[src/rtl/core/assert_macros.svh]
// assertion macros shared by the pulse meter rtl
`ifndef ASSERT_MACROS_SVH
`define ASSERT_MACROS_SVH

// same-cycle implication check
`define PM_ASSERT_IMPL(label, clk, rst, ante, cons) \
   label: assert property (@(posedge clk) disable iff (rst) (ante) |-> (cons)) \
      else $error("same-cycle implication failed");

// next-cycle implication check
`define PM_ASSERT_NEXT(label, clk, rst, ante, cons) \
   label: assert property (@(posedge clk) disable iff (rst) (ante) |=> (cons)) \
      else $error("next-cycle implication failed");

`endif

[src/rtl/core/pm_pkg.sv]
// types, constants and helpers of the pulse meter
`timescale 1ns / 1ps

package pm_pkg;

   // default configuration
   localparam int TARIFF_COUNT_DEF = 4;
   localparam int SLOT_COUNT_DEF   = 4;

   // field widths
   localparam int COUNT_W     = 16;
   localparam int TARIFF_W    = 8;
   localparam int TAR_W       = 3;
   localparam int ENERGY_W    = 27;
   localparam int POWER_W     = 28;
   localparam int CONST_W     = 16;
   localparam int DIR_W       = 2;
   localparam int SUM_W       = 18;
   localparam int SCALE_W     = 20;
   localparam int DIV_W       = 38;
   localparam int PULSE_DIV_W = 30;
   localparam int ITER_W      = 6;
   localparam int STEP_W      = 3;
   localparam int CSR_AW      = 3;
   localparam int CSR_DW      = 32;

   // arithmetic constants
   localparam logic [ENERGY_W-1:0] ENERGY_MOD  = 27'd100000000;
   localparam logic [ENERGY_W-1:0] POWER_LIMIT = 27'd80000000;
   localparam logic [SCALE_W-1:0]  PULSE_SCALE = 20'd10000;
   localparam logic [SCALE_W-1:0]  TICK_SCALE  = 20'd600000;

   // request action codes
   localparam logic ACT_PULSE = 1'b0;
   localparam logic ACT_TICK  = 1'b1;

   // register index codes
   localparam logic REG_METER_CONSTANT = 1'b0;
   localparam logic REG_DIRECTION      = 1'b1;

   // first reverse direction code
   localparam logic [DIR_W-1:0] DIR_REVERSE_MIN = 2'd2;

   typedef struct packed {
      logic                action;
      logic [COUNT_W-1:0]  pulse_count;
      logic [TARIFF_W-1:0] tariff;
   } pm_req_type;

   typedef struct packed {
      logic signed [POWER_W-1:0] power;
      logic [ENERGY_W-1:0]       lifetime_total;
      logic [ENERGY_W-1:0]       day_total;
      logic [ENERGY_W-1:0]       month_total;
      logic [TAR_W-1:0]          tariff_used;
      logic [ENERGY_W-1:0]       lifetime_tariff;
      logic [ENERGY_W-1:0]       day_tariff;
      logic [ENERGY_W-1:0]       month_tariff;
   } pm_rsp_type;

   typedef struct packed {
      logic [CONST_W-1:0] meter_constant;
      logic [DIR_W-1:0]   direction_code;
   } pm_cfg_type;

   typedef struct packed {
      logic              start;
      logic [DIV_W-1:0]  dividend;
      logic [ITER_W-1:0] iters;
   } pm_div_cmd_type;

   typedef struct packed {
      logic busy;
      logic done;
   } pm_div_stat_type;

   // binary-weighted multiples of the energy modulus for the quotient reduction
   function automatic logic [PULSE_DIV_W-1:0] mod_step_value(input logic [1:0] idx);
      logic [PULSE_DIV_W-1:0] val;
      case (idx)
         2'd0:    val = 30'd800000000;
         2'd1:    val = 30'd400000000;
         2'd2:    val = 30'd200000000;
         default: val = 30'd100000000;
      endcase
      return val;
   endfunction

endpackage

[src/rtl/core/pm_csr.sv]
// configuration register file with apb-style access
`timescale 1ns / 1ps

module pm_csr
   import pm_pkg::*;
(
   input  logic              clock,
   input  logic              reset,
   input  logic              psel,
   input  logic              penable,
   input  logic              pwrite,
   input  logic [CSR_AW-1:0] paddr,
   input  logic [CSR_DW-1:0] pwdata,
   output logic [CSR_DW-1:0] prdata,
   output pm_cfg_type        cfg
);

   logic [CONST_W-1:0] const_ff, const_in;
   logic [DIR_W-1:0]   dir_ff, dir_in;
   logic               reg_idx;
   logic               wr_en;

   // register index from the word address
   assign reg_idx = paddr[CSR_AW-1];
   assign wr_en   = psel && penable && pwrite;

   // write decode
   always_comb begin
      const_in = const_ff;
      dir_in   = dir_ff;
      if (wr_en) begin
         unique case (reg_idx)
            REG_METER_CONSTANT: const_in = pwdata[CONST_W-1:0];
            REG_DIRECTION:      dir_in   = pwdata[DIR_W-1:0];
            default:            ;
         endcase
      end
   end

   always_ff @(posedge clock) begin
      if (reset) begin
         const_ff <= '0;
         dir_ff   <= '0;
      end else begin
         const_ff <= const_in;
         dir_ff   <= dir_in;
      end
   end

   // read decode
   always_comb begin
      unique case (reg_idx)
         REG_METER_CONSTANT: prdata = CSR_DW'(const_ff);
         REG_DIRECTION:      prdata = CSR_DW'(dir_ff);
         default:            prdata = '0;
      endcase
   end

   assign cfg.meter_constant = const_ff;
   assign cfg.direction_code = dir_ff;

endmodule

[src/rtl/core/pm_div.sv]
// serial restoring divider, one quotient bit per cycle
`timescale 1ns / 1ps
`include "assert_macros.svh"

module pm_div
   import pm_pkg::*;
(
   input  logic               clock,
   input  logic               reset,
   input  pm_div_cmd_type     cmd,
   input  logic [CONST_W-1:0] divisor,
   output pm_div_stat_type    stat,
   output logic [DIV_W-1:0]   quotient,
   output logic [CONST_W-1:0] remainder
);

   logic               busy_ff, busy_in;
   logic               done_ff, done_in;
   logic [ITER_W-1:0]  cnt_ff, cnt_in;
   logic [DIV_W-1:0]   dvd_ff, dvd_in;
   logic [DIV_W-1:0]   quo_ff, quo_in;
   logic [CONST_W-1:0] rem_ff, rem_in;
   logic [CONST_W-1:0] dsr_ff, dsr_in;
   logic [CONST_W:0]   trial;
   logic [CONST_W:0]   diff;
   logic               fits;

   // trial subtract of the shifted partial remainder
   assign trial = {rem_ff, dvd_ff[DIV_W-1]};
   assign diff  = trial - {1'b0, dsr_ff};
   assign fits  = (trial >= {1'b0, dsr_ff});

   // step control
   always_comb begin
      busy_in = busy_ff;
      done_in = 1'b0;
      cnt_in  = cnt_ff;
      dvd_in  = dvd_ff;
      quo_in  = quo_ff;
      rem_in  = rem_ff;
      dsr_in  = dsr_ff;
      if (cmd.start) begin
         busy_in = 1'b1;
         cnt_in  = cmd.iters;
         dvd_in  = cmd.dividend;
         quo_in  = '0;
         rem_in  = '0;
         dsr_in  = divisor;
      end else if (busy_ff) begin
         rem_in = fits ? diff[CONST_W-1:0] : trial[CONST_W-1:0];
         dvd_in = {dvd_ff[DIV_W-2:0], 1'b0};
         quo_in = {quo_ff[DIV_W-2:0], fits};
         cnt_in = cnt_ff - ITER_W'(1);
         if (cnt_ff == ITER_W'(1)) begin
            busy_in = 1'b0;
            done_in = 1'b1;
         end
      end
   end

   always_ff @(posedge clock) begin
      if (reset) begin
         busy_ff <= 1'b0;
         done_ff <= 1'b0;
      end else begin
         busy_ff <= busy_in;
         done_ff <= done_in;
      end
   end

   always_ff @(posedge clock) begin
      cnt_ff <= cnt_in;
      dvd_ff <= dvd_in;
      quo_ff <= quo_in;
      rem_ff <= rem_in;
      dsr_ff <= dsr_in;
   end

   assign stat.busy = busy_ff;
   assign stat.done = done_ff;
   assign quotient  = quo_ff;
   assign remainder = rem_ff;

   // checks
   `PM_ASSERT_IMPL(a_no_restart, clock, reset, cmd.start, !busy_ff && !done_ff)
   `PM_ASSERT_NEXT(a_done_single, clock, reset, done_ff, !done_ff)
   `PM_ASSERT_IMPL(a_rem_below_divisor, clock, reset, busy_ff, rem_ff < dsr_ff)

endmodule

[src/rtl/core/pm_energy.sv]
// energy register file with modulo credit adder
`timescale 1ns / 1ps

module pm_energy
   import pm_pkg::*;
#(
   parameter int TARIFF_COUNT = TARIFF_COUNT_DEF
)(
   input  logic                                    clock,
   input  logic                                    reset,
   input  logic                                    wr_en,
   input  logic [$clog2(3*(TARIFF_COUNT+1))-1:0]   addr,
   input  logic [ENERGY_W-1:0]                     add_val,
   output logic [ENERGY_W-1:0]                     new_val
);

   localparam int STORE_LEN = 3 * (TARIFF_COUNT + 1);

   logic [ENERGY_W-1:0] store_ff [STORE_LEN];
   logic [ENERGY_W:0]   sum;

   // add and wrap at the energy modulus
   always_comb begin
      sum = {1'b0, store_ff[addr]} + {1'b0, add_val};
      if (sum >= {1'b0, ENERGY_MOD}) begin
         sum = sum - {1'b0, ENERGY_MOD};
      end
      new_val = sum[ENERGY_W-1:0];
   end

   always_ff @(posedge clock) begin
      if (reset) begin
         for (int i = 0; i < STORE_LEN; i++) begin
            store_ff[i] <= '0;
         end
      end else if (wr_en) begin
         store_ff[addr] <= new_val;
      end
   end

endmodule

[src/rtl/core/pulse_input_energy_power_meter_top.sv]
// pulse meter channel: sequencer, demand slots, shared divider and result register
// pulse batches with crediting and demand ticks run through the serial divider at one
// quotient bit per cycle; other requests skip it. one request at a time, taken the cycle
// after the result is loaded. energy store updates one entry per cycle.
// synchronous active-high reset clears totals, remainder, demand slots and registers.
`timescale 1ns / 1ps
`include "assert_macros.svh"

module pulse_input_energy_power_meter_top
   import pm_pkg::*;
#(
   parameter int TARIFF_COUNT = TARIFF_COUNT_DEF,
   parameter int SLOT_COUNT   = SLOT_COUNT_DEF
)(
   input  logic              clock,
   input  logic              reset,
   input  logic              req_valid,
   output logic              req_stall,
   input  pm_req_type        req_payload,
   output logic              rsp_valid,
   input  logic              rsp_stall,
   output pm_rsp_type        rsp_payload,
   input  logic              csr_psel,
   input  logic              csr_penable,
   input  logic              csr_pwrite,
   input  logic [CSR_AW-1:0] csr_paddr,
   input  logic [CSR_DW-1:0] csr_pwdata,
   output logic [CSR_DW-1:0] csr_prdata,
   output logic              csr_pready
);

   localparam int GROUP_LEN = TARIFF_COUNT + 1;
   localparam int AW        = $clog2(3 * GROUP_LEN);

   // sequencer states
   localparam logic [2:0] ST_IDLE  = 3'd0;
   localparam logic [2:0] ST_MUL   = 3'd1;
   localparam logic [2:0] ST_DIV   = 3'd2;
   localparam logic [2:0] ST_MOD   = 3'd3;
   localparam logic [2:0] ST_SWEEP = 3'd4;
   localparam logic [2:0] ST_DONE  = 3'd5;

   // sweep steps over the energy store
   localparam logic [STEP_W-1:0] SW_LIFE_TOTAL  = 3'd0;
   localparam logic [STEP_W-1:0] SW_LIFE_TARIFF = 3'd1;
   localparam logic [STEP_W-1:0] SW_DAY_TOTAL   = 3'd2;
   localparam logic [STEP_W-1:0] SW_DAY_TARIFF  = 3'd3;
   localparam logic [STEP_W-1:0] SW_MONTH_TOTAL = 3'd4;
   localparam logic [STEP_W-1:0] SW_MONTH_TARIFF = 3'd5;

   // energy groups
   localparam logic [1:0] GRP_LIFE  = 2'd0;
   localparam logic [1:0] GRP_DAY   = 2'd1;

   localparam logic [1:0] MOD_LAST = 2'd3;

   pm_cfg_type          csr_cfg;
   pm_div_cmd_type      div_cmd;
   pm_div_stat_type     div_stat;
   logic [DIV_W-1:0]    div_quo;
   logic [CONST_W-1:0]  div_rem;

   logic [2:0]             state_ff, state_in;
   logic [STEP_W-1:0]      step_ff, step_in;
   logic                   act_ff, act_in;
   logic                   credit_ff, credit_in;
   logic [TAR_W-1:0]       tar_ff, tar_in;
   logic [COUNT_W-1:0]     count_ff, count_in;
   logic [SUM_W-1:0]       sum_ff, sum_in;
   logic [CONST_W-1:0]     dr_ff, dr_in;
   logic [PULSE_DIV_W-1:0] qm_ff, qm_in;
   logic [POWER_W-1:0]     power_ff, power_in;
   pm_rsp_type             stage_ff, stage_in;
   pm_rsp_type             rsp_ff, rsp_in;
   logic                   rsp_valid_ff, rsp_valid_in;
   logic [COUNT_W-1:0]     slot_ff [SLOT_COUNT];
   logic [COUNT_W-1:0]     slot_in [SLOT_COUNT];

   logic                   req_accept;
   logic [TAR_W-1:0]       tar_map;
   logic [SUM_W-1:0]       slot_sum;
   logic [SUM_W-1:0]       mul_a;
   logic [SCALE_W-1:0]     mul_b;
   logic [DIV_W-1:0]       prod;
   logic [PULSE_DIV_W-1:0] pulse_num;
   logic [POWER_W-1:0]     power_mag;
   logic [PULSE_DIV_W-1:0] mod_val;
   logic [AW-1:0]          grp_base;
   logic [AW-1:0]          en_addr;
   logic                   en_wr;
   logic [ENERGY_W-1:0]    en_new;
   logic                   out_free;

   // configuration registers
   pm_csr u_csr (
      .clock   (clock),
      .reset   (reset),
      .psel    (csr_psel),
      .penable (csr_penable),
      .pwrite  (csr_pwrite),
      .paddr   (csr_paddr),
      .pwdata  (csr_pwdata),
      .prdata  (csr_prdata),
      .cfg     (csr_cfg)
   );
   assign csr_pready = 1'b1;

   // shared serial divider
   pm_div u_div (
      .clock     (clock),
      .reset     (reset),
      .cmd       (div_cmd),
      .divisor   (csr_cfg.meter_constant),
      .stat      (div_stat),
      .quotient  (div_quo),
      .remainder (div_rem)
   );

   // energy totals
   pm_energy #(
      .TARIFF_COUNT (TARIFF_COUNT)
   ) u_energy (
      .clock   (clock),
      .reset   (reset),
      .wr_en   (en_wr),
      .addr    (en_addr),
      .add_val (qm_ff[ENERGY_W-1:0]),
      .new_val (en_new)
   );

   // request handshake and tariff mapping
   assign req_stall  = (state_ff != ST_IDLE);
   assign req_accept = req_valid && !req_stall;
   assign tar_map    = (req_payload.tariff == '0 ||
                        req_payload.tariff > TARIFF_W'(TARIFF_COUNT)) ?
                       TAR_W'(TARIFF_COUNT) : req_payload.tariff[TAR_W-1:0];

   // demand over the four newest slots
   assign slot_sum = SUM_W'(slot_ff[0]) + SUM_W'(slot_ff[1]) +
                     SUM_W'(slot_ff[2]) + SUM_W'(slot_ff[3]);

   // scaling multiply ahead of the divider
   assign mul_a     = (act_ff == ACT_TICK) ? sum_ff : SUM_W'(count_ff);
   assign mul_b     = (act_ff == ACT_TICK) ? TICK_SCALE : PULSE_SCALE;
   assign prod      = {{(DIV_W-SUM_W){1'b0}}, mul_a} * {{(DIV_W-SCALE_W){1'b0}}, mul_b};
   assign pulse_num = prod[PULSE_DIV_W-1:0] + PULSE_DIV_W'(dr_ff);

   assign div_cmd.start    = (state_ff == ST_MUL);
   assign div_cmd.dividend = (act_ff == ACT_TICK) ? prod :
                             {pulse_num, {(DIV_W-PULSE_DIV_W){1'b0}}};
   assign div_cmd.iters    = (act_ff == ACT_TICK) ? ITER_W'(DIV_W) : ITER_W'(PULSE_DIV_W);

   // power clamp
   assign power_mag = (div_quo >= DIV_W'(POWER_LIMIT)) ? '0 : div_quo[POWER_W-1:0];

   assign mod_val = mod_step_value(step_ff[1:0]);

   // energy address for the current sweep step
   always_comb begin
      case (step_ff[STEP_W-1:1])
         GRP_LIFE: grp_base = '0;
         GRP_DAY:  grp_base = AW'(GROUP_LEN);
         default:  grp_base = AW'(2 * GROUP_LEN);
      endcase
      en_addr = grp_base + (step_ff[0] ? AW'(tar_ff) : '0);
   end
   assign en_wr = credit_ff && (state_ff == ST_SWEEP);

   assign out_free = !rsp_valid_ff || !rsp_stall;

   // sequencer
   always_comb begin
      state_in     = state_ff;
      step_in      = step_ff;
      act_in       = act_ff;
      credit_in    = credit_ff;
      tar_in       = tar_ff;
      count_in     = count_ff;
      sum_in       = sum_ff;
      dr_in        = dr_ff;
      qm_in        = qm_ff;
      power_in     = power_ff;
      stage_in     = stage_ff;
      rsp_in       = rsp_ff;
      rsp_valid_in = rsp_valid_ff && rsp_stall;
      unique case (state_ff)
         ST_IDLE: begin
            if (req_accept) begin
               act_in    = req_payload.action;
               count_in  = req_payload.pulse_count;
               tar_in    = tar_map;
               sum_in    = slot_sum;
               qm_in     = '0;
               power_in  = '0;
               step_in   = '0;
               credit_in = (req_payload.action == ACT_PULSE) &&
                           (req_payload.pulse_count != '0) &&
                           (csr_cfg.meter_constant != '0);
               if (csr_cfg.meter_constant != '0 &&
                   (req_payload.action == ACT_TICK || req_payload.pulse_count != '0)) begin
                  state_in = ST_MUL;
               end else begin
                  state_in = ST_SWEEP;
               end
            end
         end
         ST_MUL: begin
            state_in = ST_DIV;
         end
         ST_DIV: begin
            if (div_stat.done) begin
               step_in = '0;
               if (act_ff == ACT_TICK) begin
                  power_in = (csr_cfg.direction_code >= DIR_REVERSE_MIN) ?
                             (POWER_W'(0) - power_mag) : power_mag;
                  state_in = ST_SWEEP;
               end else begin
                  dr_in    = div_rem;
                  qm_in    = div_quo[PULSE_DIV_W-1:0];
                  state_in = ST_MOD;
               end
            end
         end
         ST_MOD: begin
            if (qm_ff >= mod_val) begin
               qm_in = qm_ff - mod_val;
            end
            step_in = step_ff + STEP_W'(1);
            if (step_ff[1:0] == MOD_LAST) begin
               step_in  = '0;
               state_in = ST_SWEEP;
            end
         end
         ST_SWEEP: begin
            case (step_ff)
               SW_LIFE_TOTAL:  stage_in.lifetime_total  = en_new;
               SW_LIFE_TARIFF: stage_in.lifetime_tariff = en_new;
               SW_DAY_TOTAL:   stage_in.day_total       = en_new;
               SW_DAY_TARIFF:  stage_in.day_tariff      = en_new;
               SW_MONTH_TOTAL: stage_in.month_total     = en_new;
               default:        stage_in.month_tariff    = en_new;
            endcase
            step_in = step_ff + STEP_W'(1);
            if (step_ff == SW_MONTH_TARIFF) begin
               state_in = ST_DONE;
            end
         end
         ST_DONE: begin
            if (out_free) begin
               rsp_in             = stage_ff;
               rsp_in.power       = power_ff;
               rsp_in.tariff_used = tar_ff;
               rsp_valid_in       = 1'b1;
               state_in           = ST_IDLE;
            end
         end
         default: begin
            state_in = ST_IDLE;
         end
      endcase
   end

   // demand slot update at request accept
   always_comb begin
      for (int k = 0; k < SLOT_COUNT; k++) begin
         slot_in[k] = slot_ff[k];
      end
      if (req_accept) begin
         if (req_payload.action == ACT_TICK) begin
            for (int k = 1; k < SLOT_COUNT; k++) begin
               slot_in[k] = slot_ff[k-1];
            end
            slot_in[0] = '0;
         end else begin
            slot_in[0] = slot_ff[0] + req_payload.pulse_count;
         end
      end
   end

   // control and model state
   always_ff @(posedge clock) begin
      if (reset) begin
         state_ff     <= ST_IDLE;
         step_ff      <= '0;
         rsp_valid_ff <= 1'b0;
         dr_ff        <= '0;
         for (int k = 0; k < SLOT_COUNT; k++) begin
            slot_ff[k] <= '0;
         end
      end else begin
         state_ff     <= state_in;
         step_ff      <= step_in;
         rsp_valid_ff <= rsp_valid_in;
         dr_ff        <= dr_in;
         for (int k = 0; k < SLOT_COUNT; k++) begin
            slot_ff[k] <= slot_in[k];
         end
      end
   end

   // request payload and result registers
   always_ff @(posedge clock) begin
      act_ff    <= act_in;
      credit_ff <= credit_in;
      tar_ff    <= tar_in;
      count_ff  <= count_in;
      sum_ff    <= sum_in;
      qm_ff     <= qm_in;
      power_ff  <= power_in;
      stage_ff  <= stage_in;
      rsp_ff    <= rsp_in;
   end

   assign rsp_valid   = rsp_valid_ff;
   assign rsp_payload = rsp_ff;

   // checks
   `PM_ASSERT_NEXT(a_accept_leaves_idle, clock, reset, req_valid && !req_stall, state_ff != ST_IDLE)
   `PM_ASSERT_IMPL(a_rsp_tariff_range, clock, reset, rsp_valid_ff, rsp_ff.tariff_used != '0 && rsp_ff.tariff_used <= TAR_W'(TARIFF_COUNT))
   `PM_ASSERT_IMPL(a_rem_below_const, clock, reset, state_ff == ST_MOD, dr_ff < csr_cfg.meter_constant)

endmodule

[config.mk]
export PLATFORM = sky130hd
export DESIGN_NAME = pulse_input_energy_power_meter_top
export DESIGN_NICKNAME = d
export VERILOG_FILES = /design/src/rtl/core/pm_pkg.sv /design/src/rtl/core/pm_csr.sv /design/src/rtl/core/pm_div.sv /design/src/rtl/core/pm_energy.sv /design/src/rtl/core/pulse_input_energy_power_meter_top.sv
export VERILOG_INCLUDE_DIRS = /design/src /design/src/rtl/core
export SDC_FILE = /design/constraint.sdc
export NUM_CORES = 2
export LEC_CHECK = 0
export BUFFER_PORTS_ARGS = -buffer_cell sky130_fd_sc_hd__buf_2
export CORE_MARGIN = 3
export CORE_UTILIZATION = 55
export DETAILED_ROUTE_END_ITERATION = 8
export MAX_ROUTING_LAYER = met4
export PLACE_DENSITY = 0.76
export SYNTH_ARGS = -nofsm -noshare
export SYNTH_HDL_FRONTEND = slang
export SYNTH_HIERARCHICAL = 1
export SYNTH_SLANG_ARGS = --single-unit
[constraint.sdc]
create_clock -name clock -period 26.4 [get_ports clock]
set_input_delay 3.96 -clock clock [delete_from_list [all_inputs] [get_ports clock]]
set_output_delay 3.96 -clock clock [all_outputs]
set_load 0.01 [all_outputs]
-- After elaboration in Yosys (flattened, before gate mapping)
Memories as Yosys holds them, arrays and structs flattened.
Cells that the tools add are included.
- register bits: 609
- bits in writable memories: 469
- output and inout bits: 228
- memories kept: 2
- memory list (name ; words ; width ; read ports ; clocked after Yosys merged registers in ; write ports ; line ; RTL):
    u_energy.store_ff ; 15 ; 27 ; 1 ; 0 ; 15 ; pm_energy.sv:19 ; logic [ENERGY_W-1:0] store_ff [STORE_LEN];
    slot_ff ; 4 ; 16 ; 4 ; 0 ; 4 ; pulse_input_energy_power_meter_top.sv:76 ; logic [COUNT_W-1:0] slot_ff [SLOT_COUNT];
- add/sub/neg operators: 13
- $mul: 1
- $lt $le $gt $ge: 6
- equality and inequality tests: 23
- muxes and demuxes: 59
- bitwise gates (word level): 9
- reduce and logical (&&, ||, !) cells: 44
- operators with widths (operator ; number):
    one-hot mux 30 bit (3 select lines) ; 2
    2-to-1 mux 28 bit ; 5
    2-to-1 mux 30 bit ; 4
    2-to-1 mux 38 bit ; 3
    2-to-1 mux 16 bit ; 6
    2-to-1 mux 64 bit ; 1
    one-hot mux 32 bit (2 select lines) ; 1
    one-hot mux 28 bit (2 select lines) ; 1
    2-to-1 mux 27 bit ; 2
    2-to-1 mux 48 bit ; 1
    >= comparator 38 x 27 -> 1 bit, second input constant ; 1
    multiplier 18 x 20 -> 38 bit ; 1
    2-to-1 mux 3 bit ; 11
    nonzero test 16 bit ; 2
    adder 30 x 16 -> 30 bit ; 1
    >= comparator 30 bit ; 1
    subtractor 30 bit ; 1
    adder 27 x 27 -> 28 bit ; 1
    >= comparator 28 x 27 -> 1 bit, second input constant ; 1
    subtractor 1 x 28 -> 28 bit, first input constant ; 1
    OR reduction 27 bit ; 1
    subtractor 27 bit, second input constant ; 1
    2-to-1 mux 20 bit ; 1
    AND reduction 2 bit ; 10
    42 further kinds ; 95

-- Depth between registers and ports, before layout
An unclocked memory read counts as a cell.
- depth after elaboration: 8
- mapped depth: 31

-- Cells and area by module
Netlist, hierarchy kept.
- modules (own cells, without submodules) (module ; instances ; cells each ; area an instance (sq um) ; sequential area each (sq um)):
    pulse_input_energy_power_meter_top ; 1 ; 2300 ; 28220.8 ; 15314.7
    pm_energy ; 1 ; 1535 ; 21360.5 ; 12972.4
    pm_div ; 1 ; 466 ; 5338.9 ; 2922.8
    pm_csr ; 1 ; 112 ; 1071.0 ; 360.3

-- Worst setup path after synthesis
No wires, ideal clock.
- path kind: in2reg
- start: input port rsp_stall
- end: register rsp_ff (netlist bit rsp_payload[0]) (enable)
- library setup time: 810 ps
- arrival time: 13013 ps
- setup slack: 12576 ps
- cell stages on the path: 1
- path buffers: 0
- cell sequence: a21oi_1
- longest elaborated chain between the ends: 3
- ends and longest elaborated chain (item ; line ; RTL):
    start, declared ; pulse_input_energy_power_meter_top.sv:21 ; input logic rsp_stall,
    logical NOT 1 bit ; pulse_input_energy_power_meter_top.sv:169 ; assign out_free = !rsp_valid_ff || !rsp_stall;
    logical OR 1 bit ; pulse_input_energy_power_meter_top.sv:169 ;
    AND reduction 2 bit (no source line) ; -- ;
    end signal, assigned ; pulse_input_energy_power_meter_top.sv:311 ; rsp_ff <= rsp_in;
    end, declared ; pulse_input_energy_power_meter_top.sv:74 ; pm_rsp_type rsp_ff, rsp_in;
Every way passes these cells.
A chain may end at the register's enable or synchronous reset.

-- Worst setup path in the final report
- start: register step_ff[2]
- end: register stage_ff[42] (netlist bit), data pin
- longest elaborated chain between the ends: 7
- ends and longest elaborated chain (item ; line ; RTL):
    start, declared ; pulse_input_energy_power_meter_top.sv:64 ; logic [STEP_W-1:0] step_ff, step_in;
    start signal, assigned ; pulse_input_energy_power_meter_top.sv:292 ; step_ff <= step_in;
    equality test 2 x 1 -> 1 bit / logical NOT 2 bit (equally long branches) ; pulse_input_energy_power_meter_top.sv:160 ; case (step_ff[STEP_W-1:1])
    one-hot mux 4 bit (2 select lines) * ; pulse_input_energy_power_meter_top.sv:160 ;
    adder 4 x 3 -> 4 bit * ; pulse_input_energy_power_meter_top.sv:165 ; en_addr = grp_base + (step_ff[0] ? AW'(tar_ff) : '0);
    net en_addr[1] ; pulse_input_energy_power_meter_top.sv:89 ; logic [AW-1:0] en_addr;
    memory read (15 x 27 bit) * ; -- ;
    adder 27 x 27 -> 28 bit * ; pm_energy.sv:24 ; sum = {1'b0, store_ff[addr]} + {1'b0, add_val};
    subtractor 27 bit / >= comparator 28 x 27 -> 1 bit (equally long branches) ; pm_energy.sv:26, pm_energy.sv:25 ;
    2-to-1 mux 27 bit * ; pm_energy.sv:25 ; if (sum >= {1'b0, ENERGY_MOD}) begin
    net en_new[15] ; pulse_input_energy_power_meter_top.sv:91 ; logic [ENERGY_W-1:0] en_new;
    end signal, assigned ; pulse_input_energy_power_meter_top.sv:310 ; stage_ff <= stage_in;
    end, declared ; pulse_input_energy_power_meter_top.sv:73 ; pm_rsp_type stage_ff, stage_in;
Mark *: on every way through the listed nets, which the timed path passes. The rest lies on a longest branch.

==> summary.log <==
[global_routing] first-pass GRT wire length 217 mm
[clock_tree] clock tree root buffer cell clkbuf_16
[global_routing] via count of the first global-routing pass 36,600
[worst_setup_path] number of cell instances on the worst register-to-register path 22
[floorplan] Std-Cell Rows 116
[clock_tree] CTS H-Tree Depth 3
[hold_path] endpoint of the worst hold-timing path rsp_payload[173]$_DFFE_PP_
[sta] Fmax achieved 101 MHz
[finish] Synth-to-Final Area Change 11.9%
[worst_setup_path] Setup crit start kind flop
[drt] router iterations before antenna repair 6
[clock_tree] Post-CTS Resized 0
[clock_tree] clock tree buffer depth 3
[yosys] Gate Count Post-Synth 4,412
[sta] minimum clock period after layout 9.87 ns
[drt] Starting DRT DRC Count 4,365
[worst_setup_path] Register-to-Register Setup Slack 16.53 ns
[drt] Remaining DRCs 0
[drt] routed via count 37,200
[hold_path] hold crit path type reg2reg
[worst_setup_path] arrival time of data at the critical path endpoint 10.10 ns
[clock_tree] clock latency reported for the late side of the worst-skew pair 0.73 ns
[clock_tree] total clock buffers created by CTS 110
[place] detailed placement HPWL 94.2 mm
[worst_setup_path] FF-to-FF End stage_ff[42]$_DFFE_PP_
[clock_tree] number of hold buffers added after CTS 0
[place] number of buffer cells added on primary ports 259
[sta] clock skew 0.0735 ns
[sta] summed negative setup slack over all endpoints 0 ns
[drt] detailed-routed wire length on met2 67.0 mm
[sta] setup repair after global routing missed its margin false
[drt] Routed Wire Length 143 mm
[drt] ANT nets after route 0
[finish] combined flip-flop and latch cell area 0.0316 mm²
[worst_setup_path] Worst Path Required 26.63 ns
[finish] fraction of layout instances using a drive strength above 1 17.1%
[sta] ratio of final minimum period to clock period 37.4%
[worst_setup_path] crit path capture type flop
[sta] Relative slew margins 15.7%
[finish] footprint of the multi-input gates 0.0225 mm²
[sta] count of final setup violators 0
[floorplan] area enclosed by the die boundary 0.106 mm²
[clock_tree] post-CTS setup buffer count 0
[drt] sum of routed wire segments on met1 56.3 mm
[clock_tree] Num Clock Sinks 1,105
[flow_run] number of max-capacitance violations reported 0
[yosys] area of the mapped netlist 0.0560 mm²
[hold_path] hold-critical path depth 0
[drt] uppermost signal routing layer after detailed routing met4
[sta] hold violation count in the final report 0
[global_routing] gr ovfl total 0
[sta] Tightest Pin Transition 1.26 ns
[clock_tree] clock transition at the registers of the reported paths 0.06 ns
[finish] number of inserted filler cells in the final layout 7,504
[drt] detailed-routed wire length on met3 13.8 mm
[yosys] warnings from Yosys 6
[worst_setup_path] largest driver fanout on the critical path 61
[drt] average wire length per cell after detail routing 23.4 µm
[yosys] post-synthesis area per instance 12.7 µm²
[floorplan] starting density of the core 55.7%
[worst_setup_path] start-to-end type of the worst setup path reg2reg
[floorplan] placeable core region 0.101 mm²
[floorplan] x dimension of the die 325 µm
[floorplan] number of ports placed on the die boundary 295
[sta] number of slew-limit violations in the final report 0
[place] final weighted congestion of routability-driven global placement 0.928
[finish] Layout Nets 5,114
[global_routing] maximum number of pins on one net before global-route repair 166
[worst_setup_path] source of the critical timing path step_ff[2]$_SDFFE_PP0P_
[worst_setup_path] Crit Reg-Reg Startpoint step_ff[2]$_SDFFE_PP0P_
[global_routing] initial antenna violation count 7
[floorplan] DIE HEIGHT 325 µm
[clock_tree] clock tree from TritonCTS yes
[global_routing] GRT Util Overall 27.6%
[drt] via density per instance 6.09
[hold_path] origin of the worst min-delay path power_ff[8]$_SDFFCE_PP0P_
[outcome] result of the run complete, no violations
## worst max path at each step
stage	end	slack (ns)	cells after the start
final	stage_ff[42]$_DFFE_PP_	16.53	22
after global routing	stage_ff[42]$_DFFE_PP_	16.16	22
after CTS	stage_ff[42]$_DFFE_PP_	16.84	22
after detailed placement	stage_ff[126]$_DFFE_PP_	16.86	22
after global placement	stage_ff[126]$_DFFE_PP_	17.09	22
after floorplan	rsp_payload[0]$_DFFE_PP_	12.58	1
## through the flow
stage               area (µm²)  worst slack, ns  util, %  hold slack, ns  std cells
detailed placement       58700            16.86     58.4           0.405       5894
CTS                      62600            16.84     62.3           0.414       6103
floorplan                56100            12.58        -           0.400       4440
global placement         58700            17.09     58.4           0.400       5894
global route             62700            16.16     62.3           0.421       6107
finish                   62700            16.53     62.3           0.413       6108
## layout by cell type (no fill, tap or decap), types with 37 or more instances in the layout
cell / count
o21ai_0: 88
a211oi_1: 38
dfxtp_1: 160
nor3_1: 61
nor2_1: 505
mux4_2: 135
buf_2: 258
and3_1: 37
buf_4: 77
nand2_1: 295
nand2b_1: 76
inv_1: 269
fa_1: 133
clkbuf_16: 111
xnor2_1: 62
ha_1: 264
edfxtp_1: 944
mux2i_1: 77
mux2_2: 50
a21o_1: 38
nor2b_1: 39
nand3_1: 49
a21oi_1: 285
xor2_1: 63
## state kept, by name, summed over array words and instances, names as in the netlist, 2 cells and up
name,count
count_ff,16
dr_ff,16
power_ff,28
qm_ff,30
rsp_payload,193
slot_ff,64
stage_ff,162
state_ff,3
step_ff,3
sum_ff,18
tar_ff,3
u_csr/const_ff,16
u_csr/dir_ff,2
u_div/cnt_ff,6
u_div/dsr_ff,16
u_div/dvd_ff,38
u_div/quotient,38
u_div/remainder,16
u_energy/store_ff,432
## critical path, cell delays in order (launching register included)
cell      delay [ns]
dfxtp_1         0.69
nor2_1          0.22
ha_4            0.21
inv_1           0.06
fa_1            0.45
inv_4           0.66
buf_4           0.79
mux4_2          0.43
mux4_2          0.49
ha_1            0.40
a21oi_1         0.41
o211ai_1        0.28
a31oi_1         0.41
xor2_1          0.33
ha_1            0.23
nand4_1         0.10
a211oi_1        0.22
a41oi_1         0.22
and4_1          0.37
o21ai_2         0.22
a311oi_2        0.39
o31ai_2         1.05
nand2_1         0.76
## area by class of cell
type | instances | area share (%)
Sequential cell | 1105 | 50.4
Inverter | 273 | 1.64
Tap cell | 1357 | 2.71
Clock inverter | 76 | 1.61
Timing Repair Buffer | 337 | 3.05
Multi-Input combinational cell | 2822 | 35.9
Clock buffer | 133 | 4.66
Antenna cell | 5 | 0.0200
## routing by layer
metal	global-route usage, %	vias to the layer above
met5	-	-
met4	10.9	0
met3	5.75	373
met2	42.6	1842
met1	36.0	18400
li1	-	16600
Power is left out: the tool's default activity adds up to more than one toggle a clock period on the data nets, which glitch-free logic cannot reach.
